==> src/design/planar_pose_euler_integrator_macros.svh <==
// Assertion macros for the planar pose integrator.
// Used by the top level; expects aclk and aresetn in scope.
`ifndef PLANAR_POSE_EULER_INTEGRATOR_MACROS_SVH
`define PLANAR_POSE_EULER_INTEGRATOR_MACROS_SVH

// Same-cycle implication, disabled during reset.
`define PPEI_ASSERT_SAME(label, ante, cons, msg) \
    label: assert property (@(posedge aclk) disable iff (!aresetn) (ante) |-> (cons)) \
        else $error(msg);

// Next-cycle implication, disabled during reset.
`define PPEI_ASSERT_NEXT(label, ante, cons, msg) \
    label: assert property (@(posedge aclk) disable iff (!aresetn) (ante) |=> (cons)) \
        else $error(msg);

`endif

==> src/design/ppei_pkg.sv <==
// Shared types and constants for the planar pose integrator.
// Holds the control word layout, the microprogram ROM and the CORDIC arctangent table.
package ppei_pkg;

    localparam int CORDIC_ITERS = 24;
    localparam int ITER_W       = 5;
    localparam int PC_W         = 4;

    localparam logic signed [31:0] CORDIC_X0   = 32'sd652032874;
    // round(2^32 / (2*pi)): radians to 32-bit turn fraction
    localparam logic signed [32:0] TURN_TO_BAM = 33'sd683565276;
    localparam logic [15:0]        STEP_RESET  = 16'd655;

    // register index on the config port (paddr[2])
    localparam logic REG_STEP_TIME = 1'b0;

    // microprogram step labels
    localparam logic [PC_W-1:0] PC_IDLE     = 4'd0;
    localparam logic [PC_W-1:0] PC_MUL_VX   = 4'd1;
    localparam logic [PC_W-1:0] PC_MUL_VY   = 4'd2;
    localparam logic [PC_W-1:0] PC_MUL_W    = 4'd3;
    localparam logic [PC_W-1:0] PC_ROT_LOOP = 4'd4;
    localparam logic [PC_W-1:0] PC_FLIP     = 4'd5;
    localparam logic [PC_W-1:0] PC_AC       = 4'd6;
    localparam logic [PC_W-1:0] PC_BS       = 4'd7;
    localparam logic [PC_W-1:0] PC_AS       = 4'd8;
    localparam logic [PC_W-1:0] PC_BC       = 4'd9;
    localparam logic [PC_W-1:0] PC_SUM_Y    = 4'd10;
    localparam logic [PC_W-1:0] PC_WAIT_OUT = 4'd11;
    localparam logic [PC_W-1:0] PC_WRITE    = 4'd12;

    typedef enum logic [3:0] {
        MUL_NONE,
        MUL_VX_ST,
        MUL_VY_ST,
        MUL_WR_ST,
        MUL_W_K,
        MUL_A_CX,
        MUL_B_CY,
        MUL_A_CY,
        MUL_B_CX
    } mul_sel_t;

    typedef enum logic [2:0] {
        DST_NONE,
        DST_A,
        DST_B,
        DST_W,
        DST_DH,
        DST_ACC_SET,
        DST_ACC_SUB,
        DST_ACC_ADD
    } dst_sel_t;

    typedef enum logic [1:0] {
        ROT_NONE,
        ROT_INIT,
        ROT_ITER,
        ROT_FLIP
    } rot_op_t;

    typedef enum logic [1:0] {
        POS_NONE,
        POS_UPD_X,
        POS_UPD_Y_OUT
    } pos_op_t;

    typedef enum logic [2:0] {
        COND_NONE,
        COND_NOT_ACCEPT,
        COND_ITER_MORE,
        COND_OUT_BUSY,
        COND_ALWAYS
    } cond_t;

    typedef struct packed {
        logic            in_ready;
        mul_sel_t        mul_sel;
        dst_sel_t        dst_sel;
        rot_op_t         rot_op;
        pos_op_t         pos_op;
        cond_t           cond;
        logic [PC_W-1:0] target;
    } ctrl_t;

    typedef struct packed {
        logic accept;
        logic iter_more;
        logic out_busy;
    } useq_status_t;

    function automatic logic signed [31:0] atan_lut(input logic [ITER_W-1:0] idx);
        logic signed [31:0] v;
        case (idx)
            5'd0:    v = 32'sd536870912;
            5'd1:    v = 32'sd316933406;
            5'd2:    v = 32'sd167458907;
            5'd3:    v = 32'sd85004756;
            5'd4:    v = 32'sd42667331;
            5'd5:    v = 32'sd21354465;
            5'd6:    v = 32'sd10679838;
            5'd7:    v = 32'sd5340245;
            5'd8:    v = 32'sd2670163;
            5'd9:    v = 32'sd1335087;
            5'd10:   v = 32'sd667544;
            5'd11:   v = 32'sd333772;
            5'd12:   v = 32'sd166886;
            5'd13:   v = 32'sd83443;
            5'd14:   v = 32'sd41722;
            5'd15:   v = 32'sd20861;
            5'd16:   v = 32'sd10430;
            5'd17:   v = 32'sd5215;
            5'd18:   v = 32'sd2608;
            5'd19:   v = 32'sd1304;
            5'd20:   v = 32'sd652;
            5'd21:   v = 32'sd326;
            5'd22:   v = 32'sd163;
            5'd23:   v = 32'sd81;
            default: v = 32'sd0;
        endcase
        return v;
    endfunction

    // Microprogram: one control word per step.
    function automatic ctrl_t ucode_rom(input logic [PC_W-1:0] pc);
        ctrl_t w;
        w          = '0;
        w.mul_sel  = MUL_NONE;
        w.dst_sel  = DST_NONE;
        w.rot_op   = ROT_NONE;
        w.pos_op   = POS_NONE;
        w.cond     = COND_NONE;
        w.target   = PC_IDLE;
        case (pc)
            PC_IDLE: begin
                w.in_ready = 1'b1;
                w.rot_op   = ROT_INIT;
                w.cond     = COND_NOT_ACCEPT;
                w.target   = PC_IDLE;
            end
            PC_MUL_VX: begin
                w.mul_sel = MUL_VX_ST;
                w.rot_op  = ROT_ITER;
            end
            PC_MUL_VY: begin
                w.mul_sel = MUL_VY_ST;
                w.dst_sel = DST_A;
                w.rot_op  = ROT_ITER;
            end
            PC_MUL_W: begin
                w.mul_sel = MUL_WR_ST;
                w.dst_sel = DST_B;
                w.rot_op  = ROT_ITER;
            end
            PC_ROT_LOOP: begin
                w.dst_sel = DST_W;
                w.rot_op  = ROT_ITER;
                w.cond    = COND_ITER_MORE;
                w.target  = PC_ROT_LOOP;
            end
            PC_FLIP: begin
                w.mul_sel = MUL_W_K;
                w.rot_op  = ROT_FLIP;
            end
            PC_AC: begin
                w.mul_sel = MUL_A_CX;
                w.dst_sel = DST_DH;
            end
            PC_BS: begin
                w.mul_sel = MUL_B_CY;
                w.dst_sel = DST_ACC_SET;
            end
            PC_AS: begin
                w.mul_sel = MUL_A_CY;
                w.dst_sel = DST_ACC_SUB;
            end
            PC_BC: begin
                w.mul_sel = MUL_B_CX;
                w.dst_sel = DST_ACC_SET;
                w.pos_op  = POS_UPD_X;
            end
            PC_SUM_Y: begin
                w.dst_sel = DST_ACC_ADD;
            end
            PC_WAIT_OUT: begin
                w.cond   = COND_OUT_BUSY;
                w.target = PC_WAIT_OUT;
            end
            PC_WRITE: begin
                w.pos_op = POS_UPD_Y_OUT;
                w.cond   = COND_ALWAYS;
                w.target = PC_IDLE;
            end
            default: begin
                w.cond   = COND_ALWAYS;
                w.target = PC_IDLE;
            end
        endcase
        return w;
    endfunction

endpackage

==> src/design/planar_pose_euler_integrator.sv <==
// Planar pose integrator: top level with config port, handshakes and datapath.
// Depends on ppei_pkg, ppei_useq and planar_pose_euler_integrator_macros.svh.
//
// Each velocity command (vel_x, vel_y, yaw_rate, Q8.8) advances the pose by one Euler
// step of step_time seconds (Q0.16, reset 655). The body velocity is rotated by the old
// heading (24-step CORDIC), then the heading advances by yaw_rate*step_time and wraps;
// positions are Q16.16 and saturate. The CORDIC rotation runs one iteration per cycle, and
// eight multiply and accumulate steps share a single 33x33 multiplier. The next command is
// taken as soon as the sequencer returns to idle, even while the last result still waits
// in the output register. step_time is written over an APB port at byte address 0.
`include "planar_pose_euler_integrator_macros.svh"

module planar_pose_euler_integrator #(
    parameter int ANGLE_BITS = 16,
    parameter int POS_BITS   = 32
) (
    input  logic               aclk,
    input  logic               aresetn,
    // config port
    input  logic               psel,
    input  logic               penable,
    input  logic               pwrite,
    input  logic [2:0]         paddr,
    input  logic [31:0]        pwdata,
    output logic [31:0]        prdata,
    output logic               pready,
    // velocity command
    input  logic               s_valid,
    output logic               s_ready,
    input  logic signed [15:0] s_vel_x,
    input  logic signed [15:0] s_vel_y,
    input  logic signed [15:0] s_yaw_rate,
    // pose result
    output logic               m_valid,
    input  logic               m_ready,
    output logic signed [31:0] m_pos_x,
    output logic signed [31:0] m_pos_y,
    output logic [15:0]        m_heading
);
    import ppei_pkg::*;

    localparam int SUM_W = ((POS_BITS > 26) ? POS_BITS : 26) + 1;
    localparam int OUT_W = (POS_BITS > 32) ? POS_BITS : 32;
    localparam logic signed [SUM_W-1:0] PMAX = SUM_W'((64'sd1 <<< (POS_BITS - 1)) - 64'sd1);
    localparam logic signed [SUM_W-1:0] PMIN = -PMAX - SUM_W'(1);
    localparam logic signed [OUT_W-1:0] OMAX = OUT_W'(64'sd2147483647);
    localparam logic signed [OUT_W-1:0] OMIN = OUT_W'(-64'sd2147483648);
    localparam logic [ITER_W-1:0] ITER_LAST = ITER_W'(CORDIC_ITERS - 1);

    function automatic logic signed [31:0] clamp32(input logic signed [POS_BITS-1:0] p);
        logic signed [OUT_W-1:0] e;
        logic signed [OUT_W-1:0] r;
        e = OUT_W'(p);
        if (e > OMAX) begin
            r = OMAX;
        end else if (e < OMIN) begin
            r = OMIN;
        end else begin
            r = e;
        end
        return r[31:0];
    endfunction

    // rescale the binary angle to 16 bits
    function automatic logic [15:0] hdg16(input logic [ANGLE_BITS-1:0] h);
        logic [ANGLE_BITS+15:0] t;
        t = {h, 16'b0} >> ANGLE_BITS;
        return t[15:0];
    endfunction

    ctrl_t        ctrl;
    useq_status_t status;

    logic        s_fire;
    logic        out_busy;

    logic [15:0] step_time_reg;

    logic signed [15:0] vx_reg;
    logic signed [15:0] vy_reg;
    logic signed [15:0] wr_reg;
    logic signed [31:0] a_reg;
    logic signed [31:0] b_reg;
    logic signed [31:0] w_reg;
    logic signed [63:0] prod_reg;
    logic signed [63:0] acc_reg;
    logic [ANGLE_BITS-1:0] dh_reg;

    logic signed [31:0] cx_reg;
    logic signed [31:0] cy_reg;
    logic signed [31:0] cz_reg;
    logic               flip_reg;
    logic [ITER_W-1:0]  it_reg;

    logic signed [POS_BITS-1:0] pos_x_reg;
    logic signed [POS_BITS-1:0] pos_y_reg;
    logic [ANGLE_BITS-1:0]      head_reg;

    logic               m_valid_reg;
    logic signed [31:0] m_pos_x_reg;
    logic signed [31:0] m_pos_y_reg;
    logic [15:0]        m_heading_reg;

    logic signed [32:0] mul_a;
    logic signed [32:0] mul_b;
    logic signed [65:0] prod_full;

    logic [31:0]        ang;
    logic               ang_flip;
    logic signed [31:0] xs;
    logic signed [31:0] ys;
    logic signed [31:0] atan_v;

    logic signed [63:0]         acc_rnd;
    logic signed [25:0]         dpos;
    logic signed [POS_BITS-1:0] pos_sel;
    logic signed [SUM_W-1:0]    pos_sum;
    logic signed [POS_BITS-1:0] pos_new;
    logic signed [63:0]         dh_rnd;
    logic [ANGLE_BITS-1:0]      head_next;

    ppei_useq u_useq (
        .aclk    (aclk),
        .aresetn (aresetn),
        .status  (status),
        .ctrl    (ctrl)
    );

    assign s_ready  = ctrl.in_ready;
    assign s_fire   = s_valid && s_ready;
    assign out_busy = m_valid_reg && !m_ready;

    assign status.accept    = s_fire;
    assign status.iter_more = (it_reg != ITER_LAST);
    assign status.out_busy  = out_busy;

    assign pready = 1'b1;
    assign prdata = (paddr[2] == REG_STEP_TIME) ? {16'b0, step_time_reg} : 32'b0;

    assign m_valid   = m_valid_reg;
    assign m_pos_x   = m_pos_x_reg;
    assign m_pos_y   = m_pos_y_reg;
    assign m_heading = m_heading_reg;

    // shared multiplier operand select
    always_comb begin
        case (ctrl.mul_sel)
            MUL_VX_ST: begin
                mul_a = 33'(vx_reg);
                mul_b = $signed({17'b0, step_time_reg});
            end
            MUL_VY_ST: begin
                mul_a = 33'(vy_reg);
                mul_b = $signed({17'b0, step_time_reg});
            end
            MUL_WR_ST: begin
                mul_a = 33'(wr_reg);
                mul_b = $signed({17'b0, step_time_reg});
            end
            MUL_W_K: begin
                mul_a = 33'(w_reg);
                mul_b = TURN_TO_BAM;
            end
            MUL_A_CX: begin
                mul_a = 33'(a_reg);
                mul_b = 33'(cx_reg);
            end
            MUL_B_CY: begin
                mul_a = 33'(b_reg);
                mul_b = 33'(cy_reg);
            end
            MUL_A_CY: begin
                mul_a = 33'(a_reg);
                mul_b = 33'(cy_reg);
            end
            MUL_B_CX: begin
                mul_a = 33'(b_reg);
                mul_b = 33'(cx_reg);
            end
            default: begin
                mul_a = '0;
                mul_b = '0;
            end
        endcase
    end

    assign prod_full = mul_a * mul_b;

    // CORDIC terms; angles in [1/4, 3/4) turn are folded by half a turn
    assign ang      = {head_reg, {(32 - ANGLE_BITS){1'b0}}};
    assign ang_flip = ang[31] ^ ang[30];
    assign xs       = cx_reg >>> it_reg;
    assign ys       = cy_reg >>> it_reg;
    assign atan_v   = atan_lut(it_reg);

    // position step: round half up by 2^38, then saturating add
    always_comb begin
        acc_rnd = acc_reg + (64'sd1 <<< 37);
        dpos    = acc_rnd[63:38];
        pos_sel = (ctrl.pos_op == POS_UPD_Y_OUT) ? pos_y_reg : pos_x_reg;
        pos_sum = SUM_W'(pos_sel) + SUM_W'(dpos);
        if (pos_sum > PMAX) begin
            pos_new = PMAX[POS_BITS-1:0];
        end else if (pos_sum < PMIN) begin
            pos_new = PMIN[POS_BITS-1:0];
        end else begin
            pos_new = pos_sum[POS_BITS-1:0];
        end
    end

    // heading increment keeps only the wrapped low bits of the rounded shift
    assign dh_rnd    = prod_reg + (64'sd1 <<< (55 - ANGLE_BITS));
    assign head_next = head_reg + dh_reg;

    always_ff @(posedge aclk) begin
        if (!aresetn) begin
            step_time_reg <= STEP_RESET;
        end else if (psel && penable && pwrite && pready && (paddr[2] == REG_STEP_TIME)) begin
            step_time_reg <= pwdata[15:0];
        end
    end

    // datapath payload
    always_ff @(posedge aclk) begin
        if (s_fire) begin
            vx_reg <= s_vel_x;
            vy_reg <= s_vel_y;
            wr_reg <= s_yaw_rate;
        end

        if (ctrl.mul_sel != MUL_NONE) begin
            prod_reg <= prod_full[63:0];
        end

        case (ctrl.dst_sel)
            DST_A:       a_reg   <= prod_reg[31:0];
            DST_B:       b_reg   <= prod_reg[31:0];
            DST_W:       w_reg   <= prod_reg[31:0];
            DST_DH:      dh_reg  <= dh_rnd[55:56-ANGLE_BITS];
            DST_ACC_SET: acc_reg <= prod_reg;
            DST_ACC_SUB: acc_reg <= acc_reg - prod_reg;
            DST_ACC_ADD: acc_reg <= acc_reg + prod_reg;
            default: ;
        endcase

        case (ctrl.rot_op)
            ROT_INIT: begin
                cx_reg   <= CORDIC_X0;
                cy_reg   <= '0;
                cz_reg   <= $signed({ang[31] ^ ang_flip, ang[30:0]});
                flip_reg <= ang_flip;
            end
            ROT_ITER: begin
                if (!cz_reg[31]) begin
                    cx_reg <= cx_reg - ys;
                    cy_reg <= cy_reg + xs;
                    cz_reg <= cz_reg - atan_v;
                end else begin
                    cx_reg <= cx_reg + ys;
                    cy_reg <= cy_reg - xs;
                    cz_reg <= cz_reg + atan_v;
                end
            end
            ROT_FLIP: begin
                if (flip_reg) begin
                    cx_reg <= -cx_reg;
                    cy_reg <= -cy_reg;
                end
            end
            default: ;
        endcase

        if (ctrl.pos_op == POS_UPD_Y_OUT) begin
            m_pos_x_reg   <= clamp32(pos_x_reg);
            m_pos_y_reg   <= clamp32(pos_new);
            m_heading_reg <= hdg16(head_next);
        end
    end

    // pose state, iteration count and result valid
    always_ff @(posedge aclk) begin
        if (!aresetn) begin
            pos_x_reg   <= '0;
            pos_y_reg   <= '0;
            head_reg    <= '0;
            it_reg      <= '0;
            m_valid_reg <= 1'b0;
        end else begin
            case (ctrl.rot_op)
                ROT_INIT: it_reg <= '0;
                ROT_ITER: it_reg <= it_reg + 1'b1;
                default: ;
            endcase

            case (ctrl.pos_op)
                POS_UPD_X: pos_x_reg <= pos_new;
                POS_UPD_Y_OUT: begin
                    pos_y_reg <= pos_new;
                    head_reg  <= head_next;
                end
                default: ;
            endcase

            if (ctrl.pos_op == POS_UPD_Y_OUT) begin
                m_valid_reg <= 1'b1;
            end else if (m_ready) begin
                m_valid_reg <= 1'b0;
            end
        end
    end

    `PPEI_ASSERT_NEXT(a_busy_after_in, s_valid && s_ready, !s_ready, "input taken while busy")
    `PPEI_ASSERT_SAME(a_heading_out, $rose(m_valid_reg), m_heading == hdg16(head_reg), "heading out of step with state")
    `PPEI_ASSERT_SAME(a_iter_range, 1'b1, it_reg <= ITER_W'(CORDIC_ITERS), "CORDIC iteration count overran")

endmodule

==> src/design/ppei_useq.sv <==
// Microcode sequencer: step counter, control ROM lookup and conditional jumps.
// Depends on ppei_pkg for the control word, status struct and ROM.
module ppei_useq (
    input  logic                    aclk,
    input  logic                    aresetn,
    input  ppei_pkg::useq_status_t  status,
    output ppei_pkg::ctrl_t         ctrl
);
    import ppei_pkg::*;

    logic [PC_W-1:0] pc_reg;
    logic [PC_W-1:0] pc_next;
    logic            jump;

    assign ctrl = ucode_rom(pc_reg);

    always_comb begin
        case (ctrl.cond)
            COND_NONE:       jump = 1'b0;
            COND_NOT_ACCEPT: jump = !status.accept;
            COND_ITER_MORE:  jump = status.iter_more;
            COND_OUT_BUSY:   jump = status.out_busy;
            COND_ALWAYS:     jump = 1'b1;
            default:         jump = 1'b1;
        endcase
        pc_next = jump ? ctrl.target : pc_reg + 1'b1;
    end

    always_ff @(posedge aclk) begin
        if (!aresetn) begin
            pc_reg <= PC_IDLE;
        end else begin
            pc_reg <= pc_next;
        end
    end

endmodule

==> config.mk <==
export PLATFORM = sky130hd
export DESIGN_NAME = planar_pose_euler_integrator
export DESIGN_NICKNAME = d
export VERILOG_FILES = /design/src/design/ppei_pkg.sv /design/src/design/planar_pose_euler_integrator.sv /design/src/design/ppei_useq.sv
export VERILOG_INCLUDE_DIRS = /design/src /design/src/design
export SDC_FILE = /design/constraint.sdc
export NUM_CORES = 2
export LEC_CHECK = 0
export ABC_AREA = 1
export BUFFER_PORTS_ARGS = -buffer_cell sky130_fd_sc_hd__buf_2
export CAP_MARGIN = 15
export CORE_ASPECT_RATIO = 1.75
export CORE_UTILIZATION = 60
export CTS_BUF_LIST = sky130_fd_sc_hd__clkbuf_16
export DETAILED_ROUTE_END_ITERATION = 16
export PLACE_DENSITY = 0.84
export SETUP_SLACK_MARGIN = 0.05
export SYNTH_ARGS = -nofsm -noshare
export SYNTH_HDL_FRONTEND = slang
export SYNTH_SLANG_ARGS = --single-unit
==> constraint.sdc <==
create_clock -name aclk -period 10.4 [get_ports aclk]
set_clock_uncertainty 0.05 [all_clocks]
set_input_delay 1.56 -clock aclk [delete_from_list [all_inputs] [get_ports aclk]]
set_output_delay 1.56 -clock aclk [all_outputs]
set_load 0.02 [all_outputs]
-- Yosys cells after proc, flatten, opt, wreduce, memory -nomap -nowiden
Memories as Yosys holds them, arrays and structs flattened. A register that Yosys moved wholly into a read port is not among the register bits.
Index checks and enable logic that the tools add are counted.
- add/subtract/negate cells: 16
- muxes and demuxes: 30
- bitwise operators: 3
- shift-type cells: 2
- reductions and logical operators: 23
- $mul: 1
- eq/ne operators: 37
- $lt $le $gt $ge: 6
- operators by type and width (kind ; count):
    2-to-1 mux 32 bit ; 10
    one-hot mux 33 bit (6 select lines) ; 1
    one-hot mux 32 bit (3 select lines) ; 2
    one-hot mux 64 bit (3 select lines) ; 1
    one-hot mux 33 bit (4 select lines) ; 1
    adder 32 bit ; 3
    subtractor 32 bit ; 3
    adder 64 x 39 -> 64 bit, second input constant ; 1
    adder 64 bit ; 1
    > comparator 32 bit, second input constant ; 2
    < comparator 32 bit, second input constant ; 2
    multiplier 33 x 33 -> 64 bit ; 1
    negation 32 bit ; 2
    one-hot mux 32 bit (2 select lines) ; 1
    >>> shifter 32 x 5 -> 32 bit ; 2
    subtractor 64 bit ; 1
    adder 56 x 41 -> 56 bit, second input constant ; 1
    adder 32 x 26 -> 33 bit ; 1
    > comparator 33 x 32 -> 1 bit, second input constant ; 1
    < comparator 33 x 32 -> 1 bit, second input constant ; 1
    equality test 4 x 3 -> 1 bit, second input constant ; 8
    one-hot mux 4 bit (8 select lines) ; 1
    one-hot mux 7 bit (4 select lines) ; 1
    equality test 4 bit, second input constant ; 6
    35 further kinds ; 64
- ROM bits: 960
- output and inout bits: 115
- bits of input ports: 90
- memories: 1
- bits in registers: 571
- memories (name ; words ; bits a word ; read ports ; clocked after memory_dff ; wr ports ; RTL line ; text):
    (name not given) ; 32 ; 30 ; 1 ; 1 ; 0 ; ppei_pkg.sv:94 ; case (idx)

-- Depth between registers and ports, before layout
- depth in word-level cells: 10
- depth in mapped cells: 49
- gate-level depth less buffers: 46

-- Hierarchy
Synthesis repeated with hierarchy kept, for this count alone.
- cells, all modules: 10505
- area, all modules: 82046.2 µm²
- modules (own cells, without submodules) (module ; cells each ; area an instance (µm²) ; times used):
    planar_pose_euler_integrator ; 10421 ; 81481.9 ; 1
    ppei_useq ; 84 ; 564.3 ; 1

-- Least setup slack after synthesis
OpenSTA, ideal clock, no wires.
- path type: register to register
- start: reg u_useq.pc_reg[0]
- end: reg prod_reg[61], data pin
- library setup time: 0.252 ns
- clock period less this slack: 9.318 ns
- required time: 10.098 ns
- stages on the path, launching flop included: 42
- slack: 1.082 ns
- arrival time: 9.015 ns
- cells stage by stage: dfxtp_1 > inv_1 > ha_1 > nand3_1 > nand2_2 > inv_2 > nand3_4 > inv_2 > nor2_8 > inv_2 > nor2_2 > inv_2 > buf_4 > buf_4 > o22ai_1 > a21oi_2 > inv_1 > nand2_1 > [... 6 more ...] > inv_1 > fa_1 > fa_1 > fa_1 > inv_1 > fa_1 > inv_1 > ha_1 > a21oi_1 > inv_1 > a31oi_1 > o221ai_1 > a21oi_1 > o21ai_0 > a21oi_1 > o21ai_0 > nand2_1 > nand2_1
- cells in the longest elaborated chain, start to end: 6
- elaborated cells between the ends (all ways): 25
- classes of those cells: mul: 1; eq/ne: 16; mux: 3; reduce/logical: 5
- RTL lines (item ; RTL line ; text):
    start: declaration ; ppei_useq.sv:11 ; logic [PC_W-1:0] pc_reg;
    start signal: assignment ; ppei_useq.sv:33 ; pc_reg <= pc_next;
    equality test 4 bit, or another cell as far along ; ppei_pkg.sv:134 ; case (pc)
    one-hot mux 4 bit (8 select lines) * ; ppei_pkg.sv:134 ;
    equality test 4 x 2 -> 1 bit, or another cell as far along ; planar_pose_euler_integrator.sv:147 ; case (ctrl.mul_sel)
    OR reduction 3 bit (no line) or OR reduction 2 bit (tied branches) ; - ;
    one-hot mux 33 bit (4 select lines) or one-hot mux 33 bit (6 select lines) (tied branches) ; planar_pose_euler_integrator.sv:147 ;
    multiplier 33 x 33 -> 64 bit * ; planar_pose_euler_integrator.sv:187 ; assign prod_full = mul_a * mul_b;
    via prod_full[61] ; planar_pose_euler_integrator.sv:106 ; logic signed [65:0] prod_full;
    end signal: assignment ; planar_pose_euler_integrator.sv:232 ; prod_reg <= prod_full[63:0];
    end: declaration ; planar_pose_euler_integrator.sv:85 ; logic signed [63:0] prod_reg;
The timed path passes the listed nets; every way through them passes the cells marked *.
A chain may end at the register's enable or synchronous reset.

-- Final worst setup path
- start: reg u_useq.pc_reg[0]
- end: reg prod_reg[56], data pin
Same word-level chain as after synthesis.

==> flow_summary.json <==
{
  "status": "finished clean",
  "grt_max_degree": 221,
  "grt_pass1_wl_um": 502000,
  "worst_slew_pin_slew_ps": 1250,
  "multi_input_area_um2": 56000,
  "core_um2": 135000,
  "portBuffers": 169,
  "peakVddDrop_uv": 185,
  "leakagePower_nw": 43.6,
  "use_met2_pct": 80.0,
  "maxCapViolCount": 0,
  "endpoint_kind": "flop",
  "max_stage_delay_ps": 560,
  "grt_pass1_vias": 78700,
  "fp-row-count": 178,
  "tritoncts": "done",
  "synth_top_flop_cell": "edfxtp_1",
  "grt_use_met1_pct": 47.7,
  "cts_hold_buf": 0,
  "vias": 77100,
  "viasPerCell": 6.19,
  "wl_per_cell_um": 27.5,
  "ant_nets": 0,
  "ctsLongestPathBuffers": 3,
  "crit_top_cell": "fa_1",
  "drc": 0,
  "grt_usage_pct": 50.8,
  "layout.cells.non_filler": 12500,
  "hp-class": "reg -> reg",
  "fin_crit_sh_pct": 98.0,
  "slew_headroom_pct": 16.4,
  "drtIter0Drc": 8315,
  "synth_top_area_share_pct": 27.2,
  "min_period_ps": 10190,
  "layout_common_cells": "2008 x nand2_1, 1942 x inv_1, 1129 x nor2_1, 1089 x fa_1, 530 x nand3_1",
  "htree_num_levels": 2,
  "hold_slack_ps": 385,
  "place_congestion": 1.12,
  "synth_seq_cells": 601,
  "io_pins": 205,
  "root_buffer": "clkbuf_16",
  "die_h_um": 491,
  "setup_viol": 0,
  "drive_above_1_share_pct": 8.60,
  "synth-edff-count": 465,
  "mostFrequentLayoutCell": "nand2_1",
  "yosys_warnings": 0,
  "nets": 12200,
  "synth_area_per_cell_um2": 7.90,
  "initial_core_util_pct": 60.6,
  "yosysTopAreaCell": "fa_1",
  "worstPathArrival_ps": 10590,
  "syn_to_final_growth_pct": 9.42,
  "wirelength_um": 342000,
  "synthesis.area_um2": 81800,
  "worstPathRequired_ps": 10800,
  "cts.clk_slew.worst_paths_ps": 70,
  "fill_cells": 11300,
  "crit_fanout": 21,
  "synthArstFlopShare_pct": 0,
  "yosysUniqueCellTypes": 74,
  "dp.cells": 12300,
  "numCtsBuffers": 53,
  "antenna_found_initial": 38,
  "worst_path_max_delay_cell": "fa_1",
  "clkLatencyLatePin_ps": 690,
  "dpl.hpwl_um": 268000,
  "power_density_nw_per_um2": 285,
  "cts_sinks": 601,
  "grt_overflow": 0,
  "slew_viol_final": 0,
  "seq_area_um2": 16700,
  "global_route.usage.met3_pct": 18.0,
  "cp-start-kind": "flop",
  "max_freq_mhz": 98.1,
  "crit_type": "reg -> reg",
  "busiest_layer": "met2",
  "firstDrtPassIters": 10,
  "die_x_um": 281,
  "hold_viol": 0,
  "yosysSeqAreaShare_pct": 20.4,
  "syn_inst": 10400,
  "synth.area.top_cells": "fa_1 27%, edfxtp_1 17%, nand2_1 9.2%, inv_1 8.9%, ha_1 6.7%",
  "dieArea_um2": 138000
}
==> report_power, final <==
part | leakage (nW) | total, mW | internal, mW | switching, mW
sequential | 5.44 | 4.34 | 3.56 | 0.784
combinational | 37.2 | 19.0 | 6.12 | 12.9
clock | 0.887 | 2.11 | 1.08 | 1.03
==> cell usage after synthesis (107+ instances only) <==
master and number:
inv_1 1944, nand3_1 531, xnor2_1 107, clkbuf_1 175, dfxtp_1 136, buf_2 193, o21ai_0 493, nor2_1 1136
nand2_1 2011, fa_1 1111, ha_1 440, nor3_1 123, xor2_1 241, edfxtp_1 465, a21oi_1 526
==> worst max-delay path, delay by kind of cell, from the launching register on <==
family                   cells  cell delay (ps)
AO/OA/AOI/OAI                5              840
XOR/XNOR                     1              150
adder cells (fa/ha/maj)     10             4730
buffers and inverters       17             2200
flip-flops                   1              350
AND/OR/NAND/NOR             12             1580
==> per-layer routing <==
layer  routed length (um)  share of wire (%)
met1                97500                 28
met2               158000                 46
met3                36300                 11
met4                50700                 15
met5                  192              0.056
==> through the flow <==
| stage | setup TNS, ps | power [mW] | worst slack [ps] | util (%) | area (um^2) |
|---|---|---|---|---|---|
| 6_report | 0 | 25.5 | 208 | 66.3 | 89500 |
| 3_3_place_gp | 0 | 21.7 | 171 | 64.6 | 87100 |
| 4_1_cts | 0 | 24.3 | 102 | 65.9 | 88900 |
| 2_1_floorplan | 0 | 14.9 | 1080 | - | 81900 |
| 3_5_place_dp | 0 | 22.2 | 3.69 | 64.6 | 87100 |
| 5_1_grt | -8.77 | 26.8 | -8.77 | 66.3 | 89500 |
==> what timing repair did <==
action | in CTS | in global routing
buffers inserted | 0 | 10
gates cloned | 0 | 1
gates resized for setup | 3 | 120
pin swaps | 0 | 15
setup endpoints to repair | 4 | 34
==> path summary, 6_finish.rpt <==
check	startpoint	end	slack [ps]	cells after the start
max	u_useq.pc_reg[0]	prod_reg[56]	210	45
min	pos_x_reg[25]	m_pos_x[25]	390	0
max reg2reg	u_useq.pc_reg[0]	prod_reg[56]	210	45
min reg2reg	pos_x_reg[25]	m_pos_x[25]	390	0
==> final cells by class <==
| type | instances | area share (%) |
|---|---|---|
| inverter | 1991 | 8.41 |
| multi-input combinational | 7339 | 62.6 |
| timing repair buffer | 601 | 5.79 |
| tap | 1800 | 2.52 |
| clock buffer | 55 | 1.54 |
| clock inverter | 45 | 0.463 |
| antenna | 26 | 0.0727 |
| sequential | 601 | 18.6 |
==> logic make-up after synthesis <==
family / Yosys count / synth area share [%]
AND/OR/NAND/NOR: 4027 / 20.4
buffers and inverters: 2427 / 11.7
adder cells (fa/ha/maj): 1551 / 33.9
AO/OA/AOI/OAI: 1396 / 9.84
flip-flops: 601 / 20.4
XOR/XNOR: 348 / 3.72
other: 2 / 0.00918
No activity file was read; power rests on OpenSTA's default activity.
